[config.mk]
export PLATFORM = sky130hd
export DESIGN_NAME = ctli_div
export DESIGN_NICKNAME = d
export VERILOG_FILES = /design/src/rtl/ctli_pkg.sv /design/src/rtl/ctli_div.sv
export SDC_FILE = /design/constraint.sdc
export NUM_CORES = 1
export LEC_CHECK = 0
export ABC_AREA = 1
export ABC_CLOCK_PERIOD_IN_PS = 2540
export CAP_MARGIN = 10
export CORE_MARGIN = 1.5
export CORE_UTILIZATION = 59
export CTS_BUF_LIST = sky130_fd_sc_hd__clkbuf_16
export DETAILED_ROUTE_END_ITERATION = 8
export DONT_BUFFER_PORTS = 1
export GPL_TIMING_DRIVEN = 0
export PLACE_DENSITY = 0.86
export SKIP_CTS_REPAIR_TIMING = 1
export SYNTH_ARGS = -nofsm -noshare
export SYNTH_HDL_FRONTEND = slang
export SYNTH_SLANG_ARGS = --single-unit
export TNS_END_PERCENT = 30
[constraint.sdc]
create_clock -name clk_i -period 2.54 [get_ports clk_i]
set_input_delay 0.127 -clock clk_i [delete_from_list [all_inputs] [get_ports clk_i]]
set_output_delay 0.127 -clock clk_i [all_outputs]
set_load 0.005 [all_outputs]
[src/rtl/ctli_pkg.sv]
// shared constants, codes and the search token for the clamped table interpolator
package ctli_pkg;

  localparam int unsigned DefMaxEntries = 16;
  localparam int unsigned DataW         = 32;
  localparam int unsigned GapW          = DataW + 1;
  localparam int unsigned FracW         = 17;
  localparam int unsigned DivSteps      = FracW;
  localparam int unsigned DivCntW       = $clog2(DivSteps);

  localparam logic CmdLoad  = 1'b0;
  localparam logic CmdQuery = 1'b1;

  // token handed from cell to cell during a search
  typedef struct packed {
    logic               found;
    logic               zero;
    logic [DataW-1:0]   q;
    logic [DataW-1:0]   lo_r;
    logic [DataW-1:0]   lo_t;
    logic [DataW-1:0]   lo_c;
    logic [DataW-1:0]   hi_r;
    logic [DataW-1:0]   hi_t;
    logic [DataW-1:0]   hi_c;
  } tok_t;

endpackage

[src/rtl/ctli_div.sv]
// restoring divider, one quotient bit a cycle
module ctli_div (
  input  logic                       clk_i,
  input  logic                       rst_ni,
  input  logic                       start_i,
  input  logic [ctli_pkg::GapW-1:0]  num_i,
  input  logic [ctli_pkg::GapW-1:0]  den_i,
  output logic                       done_o,
  output logic [ctli_pkg::FracW-1:0] quo_o
);

  logic                         run_q, done_q;
  logic [ctli_pkg::DivCntW-1:0] cnt_q;
  logic [ctli_pkg::GapW:0]      rem_q, rem_sub;
  logic [ctli_pkg::GapW-1:0]    den_q;
  logic [ctli_pkg::FracW-1:0]   quo_q;
  logic                         ge;

  assign ge      = (rem_q >= {1'b0, den_q});
  assign rem_sub = ge ? (rem_q - {1'b0, den_q}) : rem_q;

  always_ff @(posedge clk_i or negedge rst_ni) begin
    if (!rst_ni) begin
      run_q  <= 1'b0;
      done_q <= 1'b0;
      cnt_q  <= '0;
    end else begin
      done_q <= 1'b0;
      if (start_i) begin
        run_q <= 1'b1;
        cnt_q <= '0;
      end else if (run_q) begin
        cnt_q <= cnt_q + 1'b1;
        if (cnt_q == ctli_pkg::DivCntW'(ctli_pkg::DivSteps - 1)) begin
          run_q  <= 1'b0;
          done_q <= 1'b1;
        end
      end
    end
  end

  always_ff @(posedge clk_i) begin
    if (start_i) begin
      rem_q <= {1'b0, num_i};
      den_q <= den_i;
    end else if (run_q) begin
      rem_q <= {rem_sub[ctli_pkg::GapW-1:0], 1'b0};
      quo_q <= {quo_q[ctli_pkg::FracW-2:0], ge};
    end
  end

  assign done_o = done_q;
  assign quo_o  = quo_q;

endmodule

==> metrics <==
Syn Nets=1033; worst skew pair latency=360 ps; area of the mapped netlist=6600 um2; GRT Total Usage=27.8%; mean routed wirelength per cell=15.4 um; DRC=0; max-cap viol count=0; Multi-input gate area=3200 um2; First DRT Iteration DRCs=441; Mapped Cells=928; core footprint=10900 um2; sequential share of the synthesized area=40.7%; Tightest Pin Transition=1010 ps; DPL Wire Length=12.1 mm; Vias/cell=5.28; ranking of synthesized cells by area=edfxtp_1, nand2_1, inv_1, ha_1, nand3_1; Max VDD drop=0.000905 V; largest net degree at the start of global routing=35; Max Root-Sink Buffers=2; crit start category=flop; number of global-route vias before repair=5364; Port Buf Inserts=0; distinct cell type count after synthesis=30; total iterations of the first detailed-routing run=6; clock transition at the registers of the reported paths=70 ps; FMAX=397 MHz; initial antenna violation count=0; Req. time, crit path=2650 ps; worst hold path class=primary input to async pin; H-tree levels=3; Root Driver=clkbuf_16; CTS Sinks=91; status=completed; number of fill cells in the layout=827; Final nets=1122; clock skew=10.7 ps; Worst setup EP type=flop; io pins=87; fin. max-slew vios=0; die width=109 um; Area Growth Syn to Fin=23.0%; Sequential Area=2690 um2; antenna cell count=0; RSZ-0062 raised after global routing=yes; commonest non-fill, non-tap cell in the layout=nand2_1; Post-synth EDFFs=83; grt total ovfl=0; ys async rst share=7.69%; GPL Wtd Cong=0.983; CTS tree=done; Rows=38; starting density of the core=60.6%; P_leak=4.23 nW; die height=109 um; synthesized area per cell=7.11 um2; final hold slack=116 ps; first-pass GRT wire length=24.9 mm; CTS Buf Count=9; Vias=6135; final WL=17.9 mm; Post-synth top flop=edfxtp_1; final hold vios=0; crit path DAT=2640 ps; slew margin rel.=32.8%; area fraction of the dominant cell type after synthesis=37.8%; Synth area leader=edfxtp_1; final core utilization=74.5%; Final Cycle Share=99.3%; Yosys warnings=0; most frequent cells in the layout=nand2_1, inv_1, edfxtp_1, nand3_1, dlygate4sd3_1; die area=11800 um2; Power per Cell Area=1080 nW/um2; WS Path Type=flop to flop; Period minus WS final=2520 ps; FF+latch count, synth=91; DRT antenna net count=0; fraction of layout instances using a drive strength above 1=9.69%; final setup vio count=0; crit path max fanout=8
metal layers:
layer  track usage, %  vias up  wire, um
li1                 -     3037         -
met1             35.7     2816      7340
met2             46.9      246      8960
met3             5.32       36      1190
met4             9.59        0       379
met5                0        -         0
flip-flops by register name, indices dropped and copies added (netlist names):
register and cells:
rem_q 34, den_q 33, run_q 1, quo_o 17, done_o 1, cnt_q 5
synth_stat cells, types with 4 or more instances:
cell and n:
and2_1 7, nand2_1 351, nand3b_1 7, nor3_1 8, edfxtp_1 83, o21ai_0 5
inv_1 198, nand4_1 8, a21oi_1 21, inv_2 4, ha_1 35, buf_2 6
xnor2_1 15, nand2_2 16, dfrtp_1 7, nor2_2 5, nand3_1 87, clkbuf_1 4
nor2_1 45
final timing paths:
| path | depth (start not counted) | endpoint | slack, ps | start |
|---|---|---|---|---|
| worst max register to register | 17 | rem_q[29] | 20 | rem_q[0] |
| min in group clk_i | 1 | den_q[1] | 120 | start_i |
| worst max-delay path | 17 | rem_q[29] | 20 | rem_q[0] |
| worst min register to register | 1 | cnt_q[4] | 470 | cnt_q[4] |
| worst min-delay path | 1 | cnt_q[4] | 120 | rst_ni |
| max in group asynchronous | 1 | done_o | 2160 | rst_ni |
where the power goes:
group | internal (mW) | total, mW | leakage, nW | switching (mW)
Combinational | 1.88 | 5.11 | 3.14 | 3.23
Clock | 0.780 | 1.39 | 0.148 | 0.606
Sequential | 2.06 | 2.27 | 0.944 | 0.212
cells by family (layout without fill, tap and decap cells):
logic type / after synthesis / in the layout / synth area share (%)
XOR/XNOR: 15 / 15 / 1.99
flip-flops: 91 / 91 / 40.7
AND/OR/NAND/NOR: 539 / 539 / 34.8
AO/OA/AOI/OAI: 29 / 29 / 2.33
adder cells (fa/ha/maj): 36 / 36 / 6.94
buffers and inverters: 218 / 312 / 13.2
final cells by class:
type	count	area share [%]
Buffer	16	1.76
Timing Repair Buffer	78	10.3
Multi-Input combinational cell	619	39.5
Tap cell	140	2.16
Inverter	202	9.37
Sequential cell	91	33.1
Clock buffer	9	2.78
Clock inverter	7	1.00
worst max-delay path: stages, from the launching register on:
cell	delay (ps)
edfxtp_1	400
inv_2	100
ha_4	140
inv_4	40
fa_2	360
nand2_2	90
nand2_2	60
nand3b_1	110
nand2_2	100
nand2_2	90
nand2_4	70
nand2_4	80
nand2_4	70
nand2_8	150
clkbuf_16	170
nand3_1	80
nand3_1	100
nand2_1	60
metrics by stage:
step | setup TNS (ps) | std cells | setup WS, ps | cell area [um2] | power [mW]
2_1_floorplan | 0 | 928 | 274 | 6600 | 5.79
5_1_grt | -1020 | 1162 | -77.9 | 8120 | 9.39
4_1_cts | -3020 | 1085 | -131 | 7110 | 8.19
6_report | 0 | 1162 | 18.6 | 8120 | 8.76
3_5_place_dp | -2750 | 1069 | -123 | 6800 | 6.77
3_3_place_gp | -744 | 1068 | -51.5 | 6770 | 6.67
(Power assumes the default switching activity.)
