$ cat src/rtl/ctli_pkg.sv
// shared constants, codes and the search token for the clamped table interpolator
package ctli_pkg;

  localparam int unsigned DefMaxEntries = 16;
  localparam int unsigned DataW         = 32;
  localparam int unsigned GapW          = DataW + 1;
  localparam int unsigned FracW         = 17;
  localparam int unsigned DivSteps      = FracW;
  localparam int unsigned DivCntW       = $clog2(DivSteps);

  localparam logic CmdLoad  = 1'b0;
  localparam logic CmdQuery = 1'b1;

  // token handed from cell to cell during a search
  typedef struct packed {
    logic               found;
    logic               zero;
    logic [DataW-1:0]   q;
    logic [DataW-1:0]   lo_r;
    logic [DataW-1:0]   lo_t;
    logic [DataW-1:0]   lo_c;
    logic [DataW-1:0]   hi_r;
    logic [DataW-1:0]   hi_t;
    logic [DataW-1:0]   hi_c;
  } tok_t;

endpackage

$ cat src/rtl/ctli_cell.sv
// one table entry with its stage of the search chain
module ctli_cell #(
  parameter int unsigned CellIdx = 0,
  parameter int unsigned IdxW    = 4,
  parameter int unsigned CntW    = 5
) (
  input  logic                       clk_i,
  input  logic                       rst_ni,
  input  logic                       ld_en_i,
  input  logic [ctli_pkg::DataW-1:0] ld_r_i,
  input  logic [ctli_pkg::DataW-1:0] ld_t_i,
  input  logic [ctli_pkg::DataW-1:0] ld_c_i,
  input  logic [CntW-1:0]            cnt_i,
  input  logic                       tok_vld_i,
  input  ctli_pkg::tok_t             tok_i,
  input  logic [IdxW-1:0]            lo_idx_i,
  input  logic [IdxW-1:0]            hi_idx_i,
  output logic                       tok_vld_o,
  output ctli_pkg::tok_t             tok_o,
  output logic [IdxW-1:0]            lo_idx_o,
  output logic [IdxW-1:0]            hi_idx_o
);

  logic [ctli_pkg::DataW-1:0] r_q, t_q, c_q;
  logic                       tok_vld_q;
  ctli_pkg::tok_t             tok_q, tok_d;
  logic [IdxW-1:0]            lo_q, lo_d, hi_q, hi_d;
  logic                       active;

  always_ff @(posedge clk_i) begin
    if (ld_en_i) begin
      r_q <= ld_r_i;
      t_q <= ld_t_i;
      c_q <= ld_c_i;
    end
  end

  assign active = (CntW'(CellIdx) < cnt_i);

  always_comb begin
    tok_d = tok_i;
    lo_d  = lo_idx_i;
    hi_d  = hi_idx_i;
    if (active && !tok_i.found) begin
      if ($signed(r_q) >= $signed(tok_i.q)) begin
        tok_d.found = 1'b1;
        tok_d.hi_r  = r_q;
        tok_d.hi_t  = t_q;
        tok_d.hi_c  = c_q;
        hi_d        = IdxW'(CellIdx);
        // below the first entry: clamp to it
        if (CellIdx == 0) begin
          tok_d.zero = 1'b1;
          tok_d.lo_r = r_q;
          tok_d.lo_t = t_q;
          tok_d.lo_c = c_q;
          lo_d       = IdxW'(CellIdx);
        end
      end else begin
        tok_d.lo_r = r_q;
        tok_d.lo_t = t_q;
        tok_d.lo_c = c_q;
        lo_d       = IdxW'(CellIdx);
      end
    end
  end

  always_ff @(posedge clk_i or negedge rst_ni) begin
    if (!rst_ni) begin
      tok_vld_q <= 1'b0;
    end else begin
      tok_vld_q <= tok_vld_i;
    end
  end

  always_ff @(posedge clk_i) begin
    tok_q <= tok_d;
    lo_q  <= lo_d;
    hi_q  <= hi_d;
  end

  assign tok_vld_o = tok_vld_q;
  assign tok_o     = tok_q;
  assign lo_idx_o  = lo_q;
  assign hi_idx_o  = hi_q;

endmodule

$ cat config.mk
export PLATFORM = sky130hd
export DESIGN_NAME = ctli_cell
export DESIGN_NICKNAME = d
export VERILOG_FILES = /design/src/rtl/ctli_pkg.sv /design/src/rtl/ctli_cell.sv
export SDC_FILE = /design/constraint.sdc
export NUM_CORES = 1
export LEC_CHECK = 0
export ABC_AREA = 1
export BUFFER_PORTS_ARGS = -buffer_cell sky130_fd_sc_hd__buf_2
export CAP_MARGIN = 20
export CORE_AREA = 2 2 220 222
export CTS_CLUSTER_DIAMETER = 150
export DETAILED_ROUTE_END_ITERATION = 10
export DIE_AREA = 0 0 222 224
export PLACE_DENSITY_LB_ADDON = 0.25
export SETUP_SLACK_MARGIN = 0.5
export SLEW_MARGIN = 10
export SYNTH_ARGS = -nofsm -noshare
export SYNTH_HDL_FRONTEND = slang
export SYNTH_SLANG_ARGS = --single-unit
$ cat constraint.sdc
create_clock -name clk_i -period 2.6 [get_ports clk_i]
set_clock_uncertainty 0.05 [all_clocks]
set_input_delay 0.26 -clock clk_i [delete_from_list [all_inputs] [get_ports clk_i]]
set_output_delay 0.26 -clock clk_i [all_outputs]
set_load 0.05 [all_outputs]
==> results_dict.tcl, run 1 <==
set metrics [dict create \
    outcome "finished, final reports clean" \
    critPathBufInv 4 \
    numPortBuffers 573 \
    end_kind "flop" \
    path_delay_family "simple AND/OR/NAND/NOR gates" \
    vias_per_cell 4.15 \
    fin_util_pct 43.5 \
    setup_ws_ps 108 \
    place_ws_ps 59.5 \
    worstSkewPairLatency_ps 540 \
    syn_inst 1128 \
    die_area_um2 49700 \
    ys_seq_elements 331 \
    place_congestion 0.832 \
    avgSynthCellArea_um2 10.4 \
    die_x_um 222 \
    dp_hpwl_um 29500 \
    ioPinCount 574 \
    hold_viol_final 0 \
    period_minus_slack_ps 2490 \
    synth_warnings 0 \
    cp_cell_sequence "ha_1 -> nand2_1 -> inv_1 -> nand2_1 -> nand2_1 -> nand2_1 -> nand2_1 -> nand2_1 -> nand2_1 -> nand2_2 -> nand2_1 -> nand2_1 -> nand3_4 -> buf_4 -> buf_12 -> clkbuf_16 -> nand3_2 -> nand2_1" \
    tightest_slew_ps 549 \
    netlist_area_um2 11700 \
    hold_slack_ps 160 \
    antenna_found_initial 3 \
    tritoncts "yes" \
    area_delta_synth_final_pct 75.8 \
    dr_total_vias 11300 \
    die_h_um 224 \
    synth_top_area_share_pct 40.0 \
    clockBufferDepth 3 \
    synthesis.nets 1499 \
    cts_max_level 2 \
    cts_sinks 331 \
    critPathMostFrequentCell "nand2_1" \
    core_um2 47300 \
    crit_type "reg2reg" \
    seq_area_um2 7590 \
    peakVddDrop_mv 0.454 \
    rsz0062_at_grt "yes" \
    rows 80 \
    cp.arrival_ps 2870 \
    dp.cells 2299 \
    track_usage_pct 16.8 \
    max_stage_delay_ps 430 \
    p_leak_nw 10.2 \
    grt_pass1_vias 11900 \
    p_per_area_nw_per_um2 757 \
    clkSlewWorstSetupHoldPaths_ps 60 \
    drive_above_1_share_pct 39.0 \
    worst_setup_path_start_kind "flop" \
    cts_made_buffers 38 \
    finalWirelength_um 45600 \
    firstDrtPassIters 5 \
    critPathMaxFanout 8 \
    synth.distinct_cells 28 \
    root_buffer "clkbuf_16" \
    layoutNonFillerInstCount 2731 \
    finalSetupViolCount 0 \
    drcViolationCount 0 \
    wire_per_inst_um 16.7 \
    hold_path.class "in2reg" \
    synth_top_cell_by_area "dfxtp_1" \
    maxCapViolations 0 \
    detail-route-antenna-nets 0 \
    max_slew_margin_pct 63.4 \
    multiInputGateArea_um2 3700 \
    ys_seq_area_share_pct 64.9 \
    synth_area_leaders "dfxtp_1, edfxtp_1, nand2_1" \
    fillers 4495 \
    first_iter_violations 483 \
    slew_violations 0 \
    fin_crit_sh_pct 95.9 \
    grt_first_pass_wirelength_um 65200 \
    cpMaxStageDelayCell "edfxtp_1" \
    gr-total-overflow 0 \
    max_freq_mhz 401 \
    required_ps 2980 \
    nNetsFinal 2455 \
    grt_max_degree 98 \
    start_util_pct 24.7 \
]
[metrics by stage]
stage	setup TNS (ps)	area [um^2]	power, mW
3_3_place_gp	0	15300	9.50
3_5_place_dp	0	15300	9.52
6_report	0	20600	15.6
5_1_grt	-8400	20600	16.2
4_1_cts	0	20000	15.4
2_1_floorplan	0	11700	8.44
[cell usage in the layout (no fill, tap or decap), types with 7 or more instances in the layout]
cell type	count
a21oi_1	12
buf_12	12
buf_2	572
buf_4	32
buf_6	7
clkbuf_1	8
clkbuf_16	50
clkbuf_8	7
dfxtp_1	234
dlygate4sd3_1	333
edfxtp_1	96
ha_1	27
inv_1	47
nand2_1	472
nand2_2	42
nand3_1	29
nand3_2	71
nor2_1	13
[sequential cells by signal, indices dropped and copies added (netlist names)]
signal	cells
r_q	32
lo_idx_o	4
t_q	32
hi_idx_o	4
tok_vld_o	1
c_q	32
tok_o	226
[metal layers]
layer / vias to the layer above / wire, um / track usage (%)
li1: 5515 / - / -
met1: 5334 / 18600 / 19.5
met2: 390 / 23000 / 30.0
met3: 91 / 2490 / 3.84
met4: 2 / 1480 / 6.47
met5: - / 11 / 0
[area by class of cell]
type	instances	area share (%)
antenna	2	0.0243
clock buffer	56	5.60
clock inverter	14	0.577
inverter	50	0.948
multi-input combinational	695	18.0
sequential	331	36.9
tap	615	3.74
timing repair buffer	968	34.3
[cell usage after synthesis (all sizes together)]
| cell | n |
|---|---|
| inv | 50 |
| a21o | 1 |
| o21ai | 3 |
| ha | 32 |
| edfxtp | 96 |
| dfxtp | 234 |
| nor3 | 1 |
| clkbuf | 12 |
| nor4 | 1 |
| a21oi | 12 |
| o21a | 2 |
| nor2 | 15 |
| nand2 | 520 |
| buf | 41 |
| dfrtp | 1 |
| a21boi | 4 |
| nand3 | 101 |
| nand4 | 2 |
[cell families after synthesis]
| logic type | share of synthesized area [%] |
|---|---|
| adders and majority gates | 3.42 |
| DFF | 64.9 |
| and+or+nand+nor | 25.4 |
| buffers and inverters | 5.19 |
| AOI/OAI and AO/OA | 1.09 |
[report_power, final]
part | switching (mW) | internal, mW | total, mW
sequential | 0.210 | 5.86 | 6.07
combinational | 2.67 | 1.41 | 4.09
clock | 2.15 | 3.27 | 5.42
total | 5.03 | 10.5 | 15.6
[worst paths after layout]
kind	startpoint	end	slack [ps]	cells past startpoint
min in group asynchronous	rst_ni	tok_vld_o	500	3
min	ld_en_i	t_q[3]	160	1
min reg2reg	c_q[5]	tok_o[101]	410	2
max	r_q[2]	tok_o[41]	110	18
max reg2reg	r_q[2]	tok_o[41]	110	18
max in group asynchronous	rst_ni	tok_vld_o	1900	3
[timing repair]
| item | 4_1_cts | 5_1_grt |
|---|---|---|
| endpoints found under the hold margin | 332 | 0 |
| gates cloned | 0 | 13 |
| gates resized for setup | 2 | 52 |
| setup endpoints to repair | 102 | 102 |
| setup buffers | 6 | 8 |
| hold buffers | 333 | 0 |
| pin swaps | 2 | 4 |
Power figures use the tool's default switching activity.
==> run 2, diff against run 1 <==
ABC_AREA = not set   (was 1)
CORE_AREA = 2 2 222 224   (was 2 2 220 222)
DIE_AREA = 0 0 224 226   (was 0 0 222 224)
==> run 2 against run 1 <==
The flow now finishes with violations (setup timing). Die area is 1.8% higher. Synthesized cell count shrank 40%. Critical path type unchanged. First-iteration DRC count down 54%. Combinational power is 11% lower. Global-route usage fell by 1.5 points. Final cell count is 14% lower. Maximum frequency decreased by 13%. Power decreased by 4.8%.
==> results_dict.tcl, run 2 <==
set metrics [dict create \
    outcome "finished with violations" \
    failed_checks "setup timing" \
    p_per_area_nw_per_um2 735 \
    drcViolationCount 0 \
    avgSynthCellArea_um2 16.6 \
    max_slew_margin_pct 68.2 \
    synth_most_common_cell "dfxtp_1" \
    max_freq_mhz 349 \
    max_stage_delay_ps 500 \
    vias_per_cell 3.92 \
    nNetsFinal 2055 \
    first_iter_violations 224 \
    cts_max_level 2 \
    dp_hpwl_um 29300 \
    netlist_area_um2 11200 \
    core_um2 48300 \
    cts_sinks 331 \
    root_buffer "clkbuf_16" \
    largest_register_ffs 226 \
    clkSlewWorstSetupHoldPaths_ps 60 \
    critPathMostFrequentCell "buf_12" \
    grt_util_met1_pct 16.3 \
    end_kind "flop" \
    gr-total-overflow 0 \
    firstDrtPassIters 5 \
    detail-route-antenna-nets 0 \
    hold_path.class "in2reg" \
    worstReg2RegStart "r_q[22]" \
    path_delay_family "compound AO/OA/AOI/OAI gates" \
    startpoint "r_q[22]" \
    synthesis.nets 1046 \
    wire_per_inst_um 17.3 \
    hold_viol_final 0 \
    p_leak_nw 9.27 \
    setup_ws_ps -268 \
    finalSetupViolCount 98 \
    tightest_slew_ps 476 \
    peakVddDrop_mv 0.544 \
    hp-start "ld_en_i" \
    grt_first_pass_wirelength_um 58400 \
    met2_usage_pct 28.5 \
    power.total_mw 14.8 \
    die_h_um 226 \
    cp.arrival_ps 3250 \
    ys_seq_elements 331 \
    synthFlopType "dfxtp_1" \
    cts_made_buffers 39 \
    synth_top_area_share_pct 41.9 \
    die_x_um 224 \
    rows 81 \
    critPathMaxFanout 12 \
    grt_max_degree 39 \
    dr_total_vias 9188 \
    yosys-top-cells-count "dfxtp_1, mux2_2, edfxtp_1" \
    antenna_found_initial 5 \
    synth_edf_count 96 \
    syn_inst 675 \
    finalWirelength_um 40500 \
    synth_area_leaders "dfxtp_1, edfxtp_1, mux2_2" \
    ioPinCount 574 \
    grt_pass1_vias 10200 \
    synth_warnings 0 \
    crit_type "reg2reg" \
    die_area_um2 50600 \
    final_cell_mix "buf_2, dlygate4sd3_1, dfxtp_1" \
    slew_violations 0 \
    rsz0062_at_grt "yes" \
    synth_top_cell_by_area "dfxtp_1" \
    place_congestion 0.777 \
    place_ws_ps -376 \
    period_minus_slack_ps 2870 \
    met3_usage_pct 4.84 \
    worst_setup_path_start_kind "flop" \
    maxCapViolations 0 \
    cp_cell_sequence "ha_4 -> nand4_4 -> a211oi_1 -> a211oi_1 -> a21o_1 -> a41o_1 -> nor2_4 -> buf_12 -> buf_12 -> buf_12 -> mux2_2" \
    worstSkewPairLatency_ps 550 \
    start_util_pct 23.2 \
    clockBufferDepth 3 \
    tritoncts "yes" \
    area_delta_synth_final_pct 80.2 \
    fin_crit_sh_pct 110 \
    drive_above_1_share_pct 53.3 \
    top_usage_layer "met2" \
    async_reset_ff_share_pct 0.302 \
    track_usage_pct 15.3 \
    critPathBufInv 3 \
    numPortBuffers 573 \
    synth.distinct_cells 36 \
    required_ps 2990 \
    cpMaxStageDelayCell "edfxtp_1" \
    ys_seq_area_share_pct 67.8 \
    layout.cells.most_common "buf_2" \
]
[run 2: changes by cell type after synthesis, sizes merged, moves of 8 or more]
cell	previous run	this run
mux2	0	192
nand2	520	5
nor2	15	7
buf	41	11
nand3	101	4
inv	50	35
[run 2: per-stage QoR]
step	utilization (%)	setup TNS, ps	instance area (um^2)	hold WS [ps]	cells
after detailed placement	31.6	-30130	15300	-13.1	1915
after global routing	41.7	-32180	20200	121	2340
after global placement	31.6	-31020	15300	-15.0	1915
final	41.7	-21360	20200	130	2341
after floorplan	-	0	11200	-85.6	675
after CTS	41.6	-29100	20100	105	2333
[run 2: kinds of logic (layout without fill, tap and decap cells)]
family                   after synthesis  after routing  synth area share, %
adder cells (fa/ha/maj)               32             32                 3.58
AND/OR/NAND/NOR                       38             38                 2.08
flip-flops                           331            331                 67.8
multiplexers                         192            192                 21.8
other                                  0              4                    0
AO/OA/AOI/OAI                         26             26                 1.54
buffers and inverters                 56           1096                 3.17
[run 2: area by class of cell]
| class | count | area [um^2] |
|---|---|---|
| fill | 4501 | 28200 |
| clock buffer | 65 | 1130 |
| multi-input combinational | 288 | 3370 |
| tap | 622 | 778 |
| timing repair buffer | 989 | 7090 |
| clock inverter | 7 | 57.6 |
| inverter | 35 | 131 |
| sequential | 331 | 7590 |
| antenna | 4 | 10.0 |
[run 2: path summary, 6_finish.rpt]
path	slack, ps	end	depth (start not counted)
min	130	c_q[7]	1
min in group asynchronous	520	tok_vld_o	3
max	-270	tok_o[15]	11
max reg2reg	-270	tok_o[15]	11
max in group asynchronous	1870	tok_vld_o	3
min reg2reg	440	tok_o[11]	1
[run 2: what timing repair did]
action | 4_1_cts | 5_1_grt
setup endpoints to repair | 102 | 102
gates resized for setup | 25 | 5
endpoints found under the hold margin | 332 | 0
hold buffers | 333 | 0
pin swaps | 1 | 1
gates cloned | 2 | 0
setup buffers | 11 | 4
[run 2: report_power, final]
group	switching, mW	leakage [nW]	internal (mW)
Sequential	0.177	2.93	5.83
Combinational	2.15	5.77	1.48
Clock	2.19	0.580	2.99
Total	4.52	9.27	10.3
[run 2: per-layer routing]
| metal | part of all wire, % | routed length, um |
|---|---|---|
| met5 | 0.040 | 16 |
| met4 | 2.6 | 1070 |
| met3 | 7.2 | 2910 |
| met2 | 52 | 21000 |
| met1 | 38 | 15500 |
==> run 3, diff against run 2 <==
SETUP_SLACK_MARGIN = 0.15   (was 0.5)
==> run 3 against run 2 <==
The run still ends with setup timing left. Power is 1.3% lower. Via count is 0.12% lower. Hold slack worse by 18 ps. Sequential power hardly changed. Die area stayed put. Critical path depth is 2 higher. Clock power is 4.0% lower. Sequential cell count stayed put. Global-route usage is 0.20 points lower. Maximum frequency is 0.82% higher. Utilization is 0.078 points higher. Critical path type unchanged. Largest power group unchanged.
==> results_dict.tcl, run 3 (same netlist as run 2, synthesis figures left out) <==
set metrics [dict create \
    outcome "finished with violations" \
    failed_checks "setup timing" \
    dr_total_vias 9177 \
    required_ps 2970 \
    layout.cells.most_common "buf_2" \
    grt_max_degree 57 \
    gr-total-overflow 0 \
    final_area_um2 20200 \
    placed_area_um2 15300 \
    fin_util_pct 41.8 \
    place_ws_ps -364 \
    hold_viol_final 0 \
    power.total_mw 14.6 \
    cpMaxStageDelayCell "edfxtp_1" \
    drcViolationCount 0 \
    p_per_area_nw_per_um2 724 \
    core_um2 48300 \
    dp_hpwl_um 28800 \
    die_h_um 226 \
    track_usage_pct 15.1 \
    area_delta_synth_final_pct 80.5 \
    grt_pass1_vias 10100 \
    cp.arrival_ps 3210 \
    cts_max_level 2 \
    grt_first_pass_wirelength_um 57500 \
    numPortBuffers 573 \
    maxCapViolations 0 \
    end_kind "flop" \
    slew_violations 0 \
    tritoncts "yes" \
    rsz0062_at_grt "yes" \
    peakVddDrop_mv 0.482 \
    max_slew_margin_pct 32.3 \
    largest_register_ffs 226 \
    die_x_um 224 \
    finalWirelength_um 40400 \
    place_congestion 0.797 \
    p_leak_nw 9.25 \
    clkSlewWorstSetupHoldPaths_ps 60 \
    max_stage_delay_ps 440 \
    period_minus_slack_ps 2840 \
    rows 81 \
    setup_ws_ps -245 \
    vias_per_cell 3.94 \
    dp.cells 1917 \
    fin_crit_sh_pct 109 \
    cts_sinks 331 \
    die_area_um2 50600 \
    wire_per_inst_um 17.3 \
    drive_above_1_share_pct 53.9 \
    worstSkewPairLatency_ps 540 \
    worst_setup_path_start_kind "flop" \
    hold_path.class "in2reg" \
    antenna_found_initial 5 \
    critPathMaxFanout 15 \
    crit_type "reg2reg" \
    firstDrtPassIters 4 \
    layoutNonFillerInstCount 2332 \
    cp_cell_sequence "ha_4 -> nand4_1 -> buf_4 -> buf_4 -> nor2_4 -> a221oi_2 -> a21o_1 -> a41o_1 -> nor2_4 -> buf_12 -> buf_12 -> buf_16 -> mux2_4" \
    first_iter_violations 226 \
    max_freq_mhz 352 \
    clockBufferDepth 3 \
    detail-route-antenna-nets 0 \
    finalSetupViolCount 99 \
    ioPinCount 574 \
    tightest_slew_ps 1010 \
    start_util_pct 23.2 \
    root_buffer "clkbuf_16" \
    nNetsFinal 2052 \
    cts_made_buffers 38 \
    final_cell_mix "buf_2, dlygate4sd3_1, dfxtp_1" \
]
[run 3: cell types whose count changed in the layout (fill, tap and decap cells not counted), moves of 2 or more]
cell      previous run  this run
clkbuf_1            21        13
buf_8                0         2
buf_6                7         2
ha_1                29        24
buf_12              14        10
clkinv_1             0         3
clkinv_2             3         5
ha_4                 3         8
diode_2              4         1
[run 3: report_power, final]
| group | leakage (nW) | switching [mW] | internal, mW |
|---|---|---|---|
| Combinational | 5.77 | 2.16 | 1.49 |
| Sequential | 2.93 | 0.175 | 5.83 |
| Clock | 0.560 | 2.12 | 2.86 |
| Total | 9.25 | 4.45 | 10.2 |
[run 3: routing by layer]
layer  track usage, %  up-vias  part of all wire (%)
li1                 -     4417                     -
met1             16.2     4326                    38
met2             27.6      345                    52
met3             4.66       81                   6.6
met4             6.09        8                   3.4
met5                0        -                  0.14
[run 3: cell type report]
cell class	instances	area, um^2
clock inverters	12	77.6
fillers	4438	28100
flip-flops and latches	331	7590
well taps	622	778
inverters	35	131
diodes	1	2.50
multi-input cells	288	3460
clock buffers	56	1070
repair buffers	987	7090
[run 3: through the flow]
step,hold WS [ps],setup TNS [ps]
6_report,112,-19830
5_1_grt,104,-30030
4_1_cts,88.6,-22760
3_5_place_dp,-13.7,-29140
3_3_place_gp,-15.3,-20880
2_1_floorplan,-85.6,0
[run 3: worst paths after layout]
path / endpoint / from / depth (start not counted) / slack (ps)
min in group asynchronous: tok_vld_o / rst_ni / 3 / 530
setup reg to reg: tok_o[46] / r_q[17] / 13 / -240
hold / removal: c_q[5] / ld_en_i / 1 / 110
max in group asynchronous: tok_vld_o / rst_ni / 3 / 1860
setup / recovery: tok_o[46] / r_q[17] / 13 / -240
hold reg to reg: tok_o[101] / c_q[5] / 1 / 450
[run 3: timing repair]
action	4_1_cts	5_1_grt
buffers inserted	5	3
pin swaps	6	6
gates resized for setup	15	25
hold buffers	333	0
endpoints found under the setup margin	102	102
endpoints found under the hold margin	332	0
cloned	2	3
[run 3: critical path: cells and delay by family (launching register included)]
family | cells | cell delay [ps]
mux | 1 | 310
fa+ha+maj | 1 | 300
flops | 1 | 440
simple gates | 3 | 330
buf+inv | 5 | 780
compound gates | 3 | 500
